===== src/sv/fsd_pkg.sv =====
// Package with types and constants shared by the sharer directory modules.
package fsd_pkg;
    localparam int ENTRIES_DEF = 128;
    localparam int SHARERS_DEF = 32;
    localparam int BITMAP_W    = 32;
    localparam int INODE_W     = 64;
    localparam int QUEUE_DEPTH = 2;

    typedef enum logic [2:0] {
        REQ_ADD    = 3'd0,
        REQ_REMOVE = 3'd1,
        REQ_LOOKUP = 3'd2,
        REQ_RDRST  = 3'd3,
        REQ_DELETE = 3'd4
    } t_req;

    typedef enum logic [1:0] {
        ST_OK    = 2'd0,
        ST_BADID = 2'd1,
        ST_FULL  = 2'd2
    } t_status;

    typedef enum logic [1:0] {
        S_IDLE,
        S_SCAN,
        S_WRITE,
        S_OUT
    } t_state;

    typedef struct packed {
        logic [2:0]         req_type;
        logic [INODE_W-1:0] fs_inode;
        logic [INODE_W-1:0] file_inode;
        logic [5:0]         sharer_id;
        logic               bad_id;
    } t_cmd;
endpackage


===== src/sv/fsd_front.sv =====
// Front end: accepts request beats, flags invalid sharer ids and queues commands.
module fsd_front import fsd_pkg::*; #(
    parameter int SHARERS = SHARERS_DEF
) (
    input  logic       i_clk,
    input  logic       i_rst_n,
    input  logic       i_valid,
    output logic       o_ready,
    input  logic [2:0] i_req_type,
    input  logic [INODE_W-1:0] i_fs_inode,
    input  logic [INODE_W-1:0] i_file_inode,
    input  logic [5:0] i_sharer_id,
    output logic       o_cmd_valid,
    input  logic       i_cmd_ready,
    output t_cmd       o_cmd
);
    t_cmd       r_q [QUEUE_DEPTH];
    logic       r_wp, r_rp;
    logic [1:0] r_cnt;
    logic       w_push, w_pop;
    t_cmd       w_cmd;

    always_comb begin
        w_cmd.req_type   = i_req_type;
        w_cmd.fs_inode   = i_fs_inode;
        w_cmd.file_inode = i_file_inode;
        w_cmd.sharer_id  = i_sharer_id;
        w_cmd.bad_id     = ((i_req_type == REQ_ADD) || (i_req_type == REQ_REMOVE))
                           && ({1'b0, i_sharer_id} >= 7'(SHARERS));
    end

    assign o_ready     = (r_cnt != 2'(QUEUE_DEPTH));
    assign w_push      = i_valid && o_ready;
    assign o_cmd_valid = (r_cnt != 2'd0);
    assign w_pop       = o_cmd_valid && i_cmd_ready;
    assign o_cmd       = r_q[r_rp];

    always_ff @(posedge i_clk) begin
        if (w_push) begin
            r_q[r_wp] <= w_cmd;
        end
        if (!i_rst_n) begin
            r_wp  <= 1'b0;
            r_rp  <= 1'b0;
            r_cnt <= 2'd0;
        end else begin
            if (w_push) r_wp <= ~r_wp;
            if (w_pop)  r_rp <= ~r_rp;
            r_cnt <= r_cnt + 2'(w_push) - 2'(w_pop);
        end
    end
endmodule


===== config.mk =====
export PLATFORM = sky130hd
export DESIGN_NAME = fsd_front
export DESIGN_NICKNAME = d
export VERILOG_FILES = /design/src/sv/fsd_pkg.sv /design/src/sv/fsd_front.sv
export SDC_FILE = /design/constraint.sdc
export NUM_CORES = 1
export LEC_CHECK = 0
export BUFFER_PORTS_ARGS = -buffer_cell sky130_fd_sc_hd__buf_4
export CAP_MARGIN = 30
export CORE_MARGIN = 2
export CORE_UTILIZATION = 52
export DETAILED_ROUTE_END_ITERATION = 10
export GPL_TIMING_DRIVEN = 0
export PLACE_DENSITY = 0.79
export REMOVE_ABC_BUFFERS = 1
export SYNTH_ARGS = -nofsm -noshare
export SYNTH_HDL_FRONTEND = slang
export SYNTH_SLANG_ARGS = --single-unit
export TNS_END_PERCENT = 100

===== constraint.sdc =====
create_clock -name i_clk -period 5.8 [get_ports i_clk]
set_clock_uncertainty 0.1 [all_clocks]
set_input_delay 0.87 -clock i_clk [delete_from_list [all_inputs] [get_ports i_clk]]
set_output_delay 0.87 -clock i_clk [all_outputs]
set_load 0.01 [all_outputs]

==> results.cfg <==
[detailed_routing]
wl_met1_um = 7080
wl_met2_um = 9960
viasPerCell = 5.02
routed_wl_um = 19400
drtIter0Drc = 234
met3_length_um = 1870
postRouteAntennaNets = 0
drcViolationCount = 0
dr.pass1.iters = 4
num_vias = 5246
wl_per_cell_um = 18.5
highest-signal-layer = met4

[synthesis]
syn_area_um2 = 10300
yosysTopAreaCell = edfxtp_1
synth_area_leaders = edfxtp_1, mux2_2, buf_6, dfxtp_1, a21bo_2
ys_ff_latch = 281
syn-mean-instance-area_um2 = 22.4
synth_cell_types = 25
postSynthCellCount = 459
synth_warnings = 0
yosysSeqAreaShare_pct = 81.6
synth_top_area_share_pct = 80.6

[worst_hold_path]
hold_class = in -> reg

[clocking]
cts_made_buffers = 28
cts_max_path_buffers = 3
cts_max_level = 1
cts_root_buf = clkbuf_16
cts_setup_buffers = 0
clkLatencyLatePin_ns = 0.51
cts_hold_buffers = 0
cts_resized = 0
cts_num_sinks = 281
cts_tree = done
cts.reportedPaths.clkPinSlew_ns = 0.06

[layout]
post-route-util_pct = 70.1
syn_to_final_growth_pct = 32.7
drive_above_1_share_pct = 60.2
diodes = 0
final_nets = 901
layout_commonest_cell = buf_4
final_cell_mix = buf_4, edfxtp_1, mux2_2

[floorplan]
dieArea_um2 = 20900
rows = 51
die_x_um = 145
io_pins = 281
start_util_pct = 52.8
core_um2 = 19500
fp.dieH_um = 145

[pwr]
total_power_mw = 5.55
p_per_area_nw_per_um2 = 407
peakVddDrop_mv = 0.328
leakage_nw = 5.06

[outcome]
status = finished clean

[timing]
fin_crit_sh_pct = 51.4
fmax_mhz = 335
fin_hold_ws_ns = 0.434
drv_slew = 0
tightest_slew_ns = 0.582
period_needed_ns = 2.98
setup_viol = 0
slew_headroom_pct = 61.2
hold_viol = 0
setup_tns_ns = 0
rsz0062_at_grt = no

[worst_setup_path]
cp-start-kind = flip-flop
worst-path-max-fanout = 60
worstPathRequired_ns = 4.83
worstSetupPathType = reg -> out
critical_path_arrival_ns = 2.01
crit_chain = buf_16, mux2_2, buf_4
critical_path.slowest_cell = dfxtp_4
max_stage_delay_ns = 0.58
end_kind = output port

[place]
dp_hpwl_um = 12600
place_congestion = 0.791
portBuffers = 280

[grt]
grt_pass1_vias = 5525
grt.overflow.total = 0
grt_usage_pct = 17.5
grt_max_degree = 81
antenna_found_initial = 0
grt_pass1_wl_um = 28100

[run]
cap_violations = 0
-- per-stage QoR --
stage          instance area, um2  setup slack [ns]  std cells
2_1_floorplan               10100             0.937        444
3_3_place_gp                12600            -0.675        989
3_5_place_dp                12700              3.18        994
4_1_cts                     13600              2.78       1044
5_1_grt                     13600              2.72       1044
6_report                    13600              2.82       1044
-- cell usage after synthesis --
cell and count:
a211oi_1 1, a21bo_2 2, a21boi_0 1, a32oi_1 1, and2_1 3, and3_1 1
buf_2 1, buf_6 14, dfxtp_1 5, edfxtp_1 276, ha_1 1, inv_1 1
mux2_2 138, mux2i_1 1, nand2_1 1, nand2b_1 1, nand2b_4 1, nand3_1 1
nand3b_1 1, nor2_1 2, nor2b_1 1, nor3b_1 1, o21ai_0 2, or2_2 1
xnor2_1 1
-- flip-flops by register name, summed over array words and instances, names as in the netlist, named ones only --
register  cells
r_wp          1
r_cnt         2
r_rp          1
r_q         276
-- area by class of cell --
cell class / count / area [um2]
well taps: 265 / 332
repair buffers: 285 / 2240
clock buffers: 41 / 821
fillers: 1211 / 5820
clock inverters: 9 / 118
flip-flops and latches: 281 / 8390
multi-input cells: 162 / 1730
inverters: 1 / 8.76
-- final timing paths --
check,startpoint,end,slack (ns),cells past startpoint
worst max-delay path,flip-flop,o_cmd[125],2.82,3
worst min-delay path,i_fs_inode[31],r_q[1][102]$_DFFE_PP_,0.43,1
worst max register to register,r_cnt[0]$_SDFF_PN0_,r_q[0][69]$_DFFE_PP_,3.54,4
worst min register to register,r_rp$_SDFFE_PN0P_,flip-flop,0.49,2
-- power by group --
group	total, mW	internal, mW	switching [mW]
Combinational	1.22	0.662	0.560
Clock	1.79	1.10	0.687
Sequential	2.54	2.47	0.0700
-- layer usage --
metal	track usage, %	vias up
met4	5.37	0
met2	31.2	208
met5	0	-
li1	-	2434
met1	19.5	2573
met3	6.62	31
-- worst max-delay path: cells and delay by family (launching register included) --
family	cells	cell delay [ns]
multiplexers	1	0.38
flip-flops	1	0.58
buffers and inverters	2	0.47
-- cells by family after synthesis --
family,after synthesis,share of synthesized area (%)
AND/OR/NAND/NOR,14,0.864
buffers and inverters,16,1.62
AO/OA/AOI/OAI,7,0.523
multiplexers,139,15.2
flip-flops,281,81.6
XOR/XNOR,1,0.0852
adder cells (fa/ha/maj),1,0.122
Power figures use the tool's default switching activity.
